### src/rtl/core/hbp_pkg.sv
// Shared constants, action codes and the lookup-stage struct of the Huffman bit packer.
// Used by every module of the block except hbp_ram; depends on nothing.
package hbp_pkg;

  localparam int MAX_CODE_LEN = 32;
  localparam int BYTE_BITS    = 8;

  localparam int SYM_W     = 8;
  localparam int CODE_W    = 32;
  localparam int LEN_W     = 6;
  localparam int ACT_W     = 2;
  localparam int PAD_W     = 4;
  localparam int TBL_DEPTH = 256;
  localparam int ENTRY_W   = CODE_W + LEN_W;

  // pending bits stay below one byte; a fold adds up to one full code
  localparam int ACC_W = BYTE_BITS - 1;
  localparam int V_W   = MAX_CODE_LEN + ACC_W;
  localparam int TOT_W = $clog2(V_W + 1);

  localparam int IN_DATA_W  = 48;
  localparam int OUT_DATA_W = 16;

  localparam logic [ACT_W-1:0] ACT_LOAD   = 2'd0;
  localparam logic [ACT_W-1:0] ACT_ENCODE = 2'd1;
  localparam logic [ACT_W-1:0] ACT_FLUSH  = 2'd2;

  typedef struct packed {
    logic              valid;
    logic              flush;
    logic [CODE_W-1:0] code;
    logic [LEN_W-1:0]  len;
  } lk_item_t;

endpackage

### src/rtl/core/hbp_packer.sv
// Bit accumulator and byte serializer with the output register.
// Depends on hbp_pkg.
module hbp_packer
  import hbp_pkg::*;
(
  input  logic             clk,
  input  logic             rst_n,
  input  lk_item_t         lk,
  output logic             lk_take,
  output logic             out_valid,
  input  logic             out_ready,
  output logic [SYM_W-1:0] out_byte,
  output logic [PAD_W-1:0] out_pad,
  output logic             out_final,
  output logic             out_last
);

  // v_r holds the pending bits right aligned; tot_r counts them.
  // tot_r >= BYTE_BITS means whole bytes still wait to go out.
  logic [V_W-1:0]   v_r, v_nxt;
  logic [TOT_W-1:0] tot_r, tot_nxt;
  logic             flush_r, flush_nxt;
  logic             ov_r, ov_nxt;
  logic [SYM_W-1:0] ob_r;
  logic [PAD_W-1:0] op_r;
  logic             of_r, ol_r;

  logic             slot_free, has_byte, emit, last_emit, settle;
  logic [TOT_W-1:0] tot_after;
  logic [V_W-1:0]   v_shift, acc_mask, v_fold;
  logic [SYM_W-1:0] enc_byte, fl_bits, fl_byte;
  logic [PAD_W-1:0] fl_pad;

  assign slot_free = !ov_r || out_ready;
  assign has_byte  = flush_r || (tot_r >= TOT_W'(BYTE_BITS));
  assign emit      = slot_free && has_byte;
  assign last_emit = flush_r || (tot_r < TOT_W'(2 * BYTE_BITS));
  assign settle    = !has_byte || (emit && last_emit);
  assign lk_take   = lk.valid && settle;

  always_comb begin
    tot_after = tot_r;
    if (emit) begin
      tot_after = flush_r ? '0 : tot_r - TOT_W'(BYTE_BITS);
    end
  end

  assign v_shift  = v_r >> (tot_r - TOT_W'(BYTE_BITS));
  assign enc_byte = v_shift[SYM_W-1:0];

  // flush: left-justify the pending bits into one byte, zeros on the right
  assign fl_bits = v_r[SYM_W-1:0] & ~({SYM_W{1'b1}} << tot_r[2:0]);
  assign fl_pad  = PAD_W'(BYTE_BITS) - {1'b0, tot_r[2:0]};
  assign fl_byte = fl_bits << fl_pad;

  assign acc_mask = ~({V_W{1'b1}} << tot_after);
  assign v_fold   = ((v_r & acc_mask) << lk.len) | V_W'(lk.code);

  always_comb begin
    v_nxt     = v_r;
    tot_nxt   = tot_after;
    flush_nxt = flush_r;
    if (emit && flush_r) begin
      flush_nxt = 1'b0;
    end
    if (lk_take) begin
      flush_nxt = lk.flush;
      if (!lk.flush) begin
        v_nxt   = v_fold;
        tot_nxt = tot_after + TOT_W'(lk.len);
      end
    end
  end

  always_comb begin
    ov_nxt = ov_r;
    if (emit) begin
      ov_nxt = 1'b1;
    end else if (out_ready) begin
      ov_nxt = 1'b0;
    end
  end

  always_ff @(posedge clk) begin
    if (!rst_n) begin
      v_r     <= '0;
      tot_r   <= '0;
      flush_r <= 1'b0;
      ov_r    <= 1'b0;
    end else begin
      v_r     <= v_nxt;
      tot_r   <= tot_nxt;
      flush_r <= flush_nxt;
      ov_r    <= ov_nxt;
    end
    if (emit) begin
      ob_r <= flush_r ? fl_byte : enc_byte;
      op_r <= flush_r ? fl_pad : '0;
      of_r <= flush_r;
      ol_r <= last_emit;
    end
  end

  assign out_valid = ov_r;
  assign out_byte  = ob_r;
  assign out_pad   = op_r;
  assign out_final = of_r;
  assign out_last  = ol_r;

endmodule

### config.mk
export PLATFORM = sky130hd
export DESIGN_NAME = hbp_packer
export DESIGN_NICKNAME = d
export VERILOG_FILES = /design/src/rtl/core/hbp_pkg.sv /design/src/rtl/core/hbp_packer.sv
export SDC_FILE = /design/constraint.sdc
export NUM_CORES = 1
export LEC_CHECK = 0
export ABC_AREA = 0
export BUFFER_PORTS_ARGS = -buffer_cell sky130_fd_sc_hd__buf_4
export CORE_AREA = 5 5 183 185
export DETAILED_ROUTE_END_ITERATION = 7
export DIE_AREA = 0 0 188 190
export HOLD_SLACK_MARGIN = 0.08
export PLACE_DENSITY = 0.38
export SETUP_SLACK_MARGIN = 0.4
export SYNTH_ARGS = -nofsm -noshare
export SYNTH_HDL_FRONTEND = slang
export SYNTH_SLANG_ARGS = --single-unit
### constraint.sdc
create_clock -name clk -period 3.5 [get_ports clk]
set_clock_uncertainty 0.2 [all_clocks]
set_input_delay 0.175 -clock clk [delete_from_list [all_inputs] [get_ports clk]]
set_output_delay 0.175 -clock clk [all_outputs]
set_load 0.02 [all_outputs]
==> flow_summary_export.csv <==
group,metric,value,unit
global_route,grt_pass1_wl,62960,um
synth,synthCells,986,
synth,synth_cell_types,98,
pwr,p_leak,4.236,nW
routing,avgViaCountPerCell,5.996,
pwr,p_per_area,719.9,nW/um2
setup_path,cp_slowest_cell,"mux4_2",
global_route,antenna_found_initial,1,
placed_design,dp_hpwl,32520,um
synth,synth_seq_cells,61,
routing,drt_iter0_markers,894,
routing,routedWlPerCell,27.27,um
routing,via_count,9564,
setup_path,reg2reg_from,"tot_r[4]",
setup_path,cp_max_fo,5,
setup_path,critPathCaptureType,"flop",
cts,root_buffer,"clkbuf_16",
synth,synth_edf_count,14,
sta,finalMaxSlewViolations,0,
setup_path,rr_worst_depth,14,
cts,clockBufferDepth,2,
synth,asyncSetResetFlopFracSynth,0,%
global_route,grt_usage,23.47,%
worst_hold_path,hp-start,"lk[22]",
cells_and_area,stdcell_count,1595,
floorplanning,dieHeight,190,um
placed_design,place_inst,1507,
cells_and_area,multi_input_area,6788,um2
worst_hold_path,hold-path-cell-count,4,
placed_design,gp_congestion,0.9191,
outcome,status,"complete, no violations",
synth,synth_warnings,0,
sta,fmax,298.0,MHz
floorplanning,ioPinCount,59,
cells_and_area,area_delta_synth_final,46.96,%
setup_path,path_common_cell,"buf_4",
placed_design,numPortBuffers,58,
cts,cts_sinks,61,
routing,drc_errors,0,
setup_path,crit_path_max_incr_delay,0.55,ns
run,maxCapViolCount,0,
pwr,ir_drop,294.2,uV
synth,synth_area,7746,um2
sta,hold_viol,0,
setup_path,r2r_end,"v_r[13]",
global_route,grt_overflow,0,
cells_and_area,layout_common_cells,"buf_4 (205), nor2_1 (84), a21oi_1 (81)",
sta,finalHoldWorstSlack,0.1044,ns
cells_and_area,nFillCells,3350,
synth,yosysSeqAreaShare,17.57,%
setup_path,crit_chain,"inv_4 -> ha_4 -> nor4b_4 -> nor2_4 -> o21ai_4 -> buf_12 -> buf_4 -> o21ai_2 -> mux4_2 -> buf_4 -> mux2i_4 -> nor2_1 -> or3_1 -> a21oi_1",
cts,clock_latency,0.36,ns
sta,period_share,95.87,%
floorplanning,core_region_area,31880,um2
setup_path,critical_path_class,"reg -> reg",
sta,min_period,3.355,ns
setup_path,arrival,3.45,ns
routing,ant_nets,0,
routing,wirelength,43490,um
cells_and_area,final_common_cell,"buf_4",
global_route,grt_max_degree,58,
floorplanning,initial_core_util,24.30,%
sta,finalSetupViolations,0,
floorplanning,dieArea,35720,um2
cells_and_area,fin_nets,1235,
routing,firstDrtPassIters,5,
floorplanning,die_w,188,um
synth,synth_area_per_cell,7.856,um2
cts,htreeDepth,3,
setup_path,cp_data_required_time,3.59,ns
cts,cts_tree,"yes",
sta,rsz0062_at_grt,"true",
synth,synth_ff_type,"dfxtp_1",
synth,synth_nets,1041,
sta,max-slew-margin-rel,44.95,%
setup_path,reg2reg_slack,0.14,ns
sta,worst_pin_slew,0.8227,ns
setup_path,critPathLaunchType,"flop",
sta,tns,0,ns
cells_and_area,seq_area,1374,um2
global_route,grt_pass1_vias,9121,
floorplanning,fp-row-count,66,
cts,cts_buffers,9,
worst_hold_path,hp-class,"in -> reg",
cells_and_area,layout-drive-gt1-share,38.82,%
cts,clk_pin_slew,0.06,ns
worst_hold_path,hold_end,"v_r[16]",
-- cells in the mapped netlist (all sizes together), types with 4 or more instances --
cell	number	area share (%)
a21oi	97	6.3
nor2	95	4.8
o21ai	88	5.9
nand2	70	3.6
clkbuf	59	2.9
dfxtp	47	12
mux4	43	13
mux2i	34	4.4
a211oi	31	3.0
nor3	31	2.0
buf	28	2.0
nor2b	21	1.7
a31oi	19	1.5
nand3	19	1.4
o22ai	18	1.5
inv	16	0.84
mux2	16	2.4
and3	15	1.2
o211ai	15	1.5
o31ai	15	1.5
and2	14	1.1
edfxtp	14	5.4
ha	11	1.8
a21boi	10	0.97
a21o	9	0.87
or3	9	0.79
nand2b	8	0.65
o311ai	8	1.0
a221o	6	0.78
a2bb2oi	6	0.68
a32oi	6	0.68
nand4	6	0.48
nor4	5	0.40
o211a	5	0.65
a211o	4	0.45
a221oi	4	0.45
a22oi	4	0.39
clkinv	4	0.21
o21a	4	0.39
o221ai	4	0.53
o2bb2ai	4	0.45
-- power breakdown --
part	leakage [nW]	total, mW	internal (mW)	switching [mW]
Combinational	3.57	5.97	2.69	3.28
Sequential	0.531	1.32	0.963	0.355
Clock	0.132	0.903	0.500	0.402
-- worst max path at each step --
stage                          from  endpoint  cells after the start
after global placement    out_valid    v_r[2]                     11
after floorplan            tot_r[3]   v_r[17]                     12
after detailed placement   tot_r[4]   v_r[28]                     12
final                      tot_r[4]   v_r[13]                     14
after global routing       tot_r[4]   v_r[37]                     12
after CTS                  tot_r[4]   v_r[37]                     12
-- flip-flops by register name (all words and copies together), names as in the netlist --
signal	cells
out_final	1
out_byte	8
out_last	1
v_r	39
tot_r	6
out_pad	4
out_valid	1
flush_r	1
-- metrics by stage --
step                      setup slack (ns)  util (%)  power (mW)  cell area [um2]
after global placement            -0.08560     29.78       6.040             9494
final                               0.1446     35.71       8.195            11380
after detailed placement          -0.05464     29.78       6.000             9494
after floorplan                     0.3814         -       3.888             7771
after CTS                           0.1551     33.53       7.652            10690
after global routing               0.05424     35.70       8.582            11380
-- critical path: cells and delay by family, from the launching register on --
family          cells  cell delay, ns
flops               1            0.36
compound gates      3            0.51
buf+inv             4            0.51
simple gates        4            0.85
mux                 2            0.73
fa+ha+maj           1            0.12
-- cell families after synthesis --
group | count (synthesis) | share of synthesized area (%)
AOI/OAI and AO/OA | 396 | 34.36
and+or+nand+nor | 312 | 20.34
buffers and inverters | 107 | 5.863
muxes | 93 | 19.27
DFF | 61 | 17.57
adders and majority gates | 12 | 2.035
xor gates and xnor gates | 5 | 0.5654
-- final cells by class --
| class | instances | area share [%] |
|---|---|---|
| Antenna cell | 2 | 0.04397 |
| Clock buffer | 11 | 2.132 |
| Clock inverter | 5 | 0.3078 |
| Inverter | 20 | 0.7584 |
| Multi-Input combinational cell | 818 | 59.63 |
| Sequential cell | 61 | 12.07 |
| Tap cell | 408 | 4.485 |
| Timing Repair Buffer | 269 | 20.52 |
| Timing Repair inverter | 1 | 0.05496 |
-- timing repair --
action | CTS | global route
cloned | 3 | 1
resized for setup | 88 | 113
endpoints found under the setup margin | 39 | 43
setup buffers | 17 | 18
pin swaps | 10 | 62
hold buffers | 31 | 0
hold endpoints to repair | 30 | 0
-- routing by layer --
metal | track usage, % | vias up | wire, um
met1 | 31.64 | 4764 | 18680
li1 | - | 4258 | -
met4 | 8.667 | 0 | 2072
met5 | 0 | - | 0
met3 | 3.725 | 102 | 2911
met2 | 38.01 | 440 | 19830
Power figures use the tool's default switching activity.
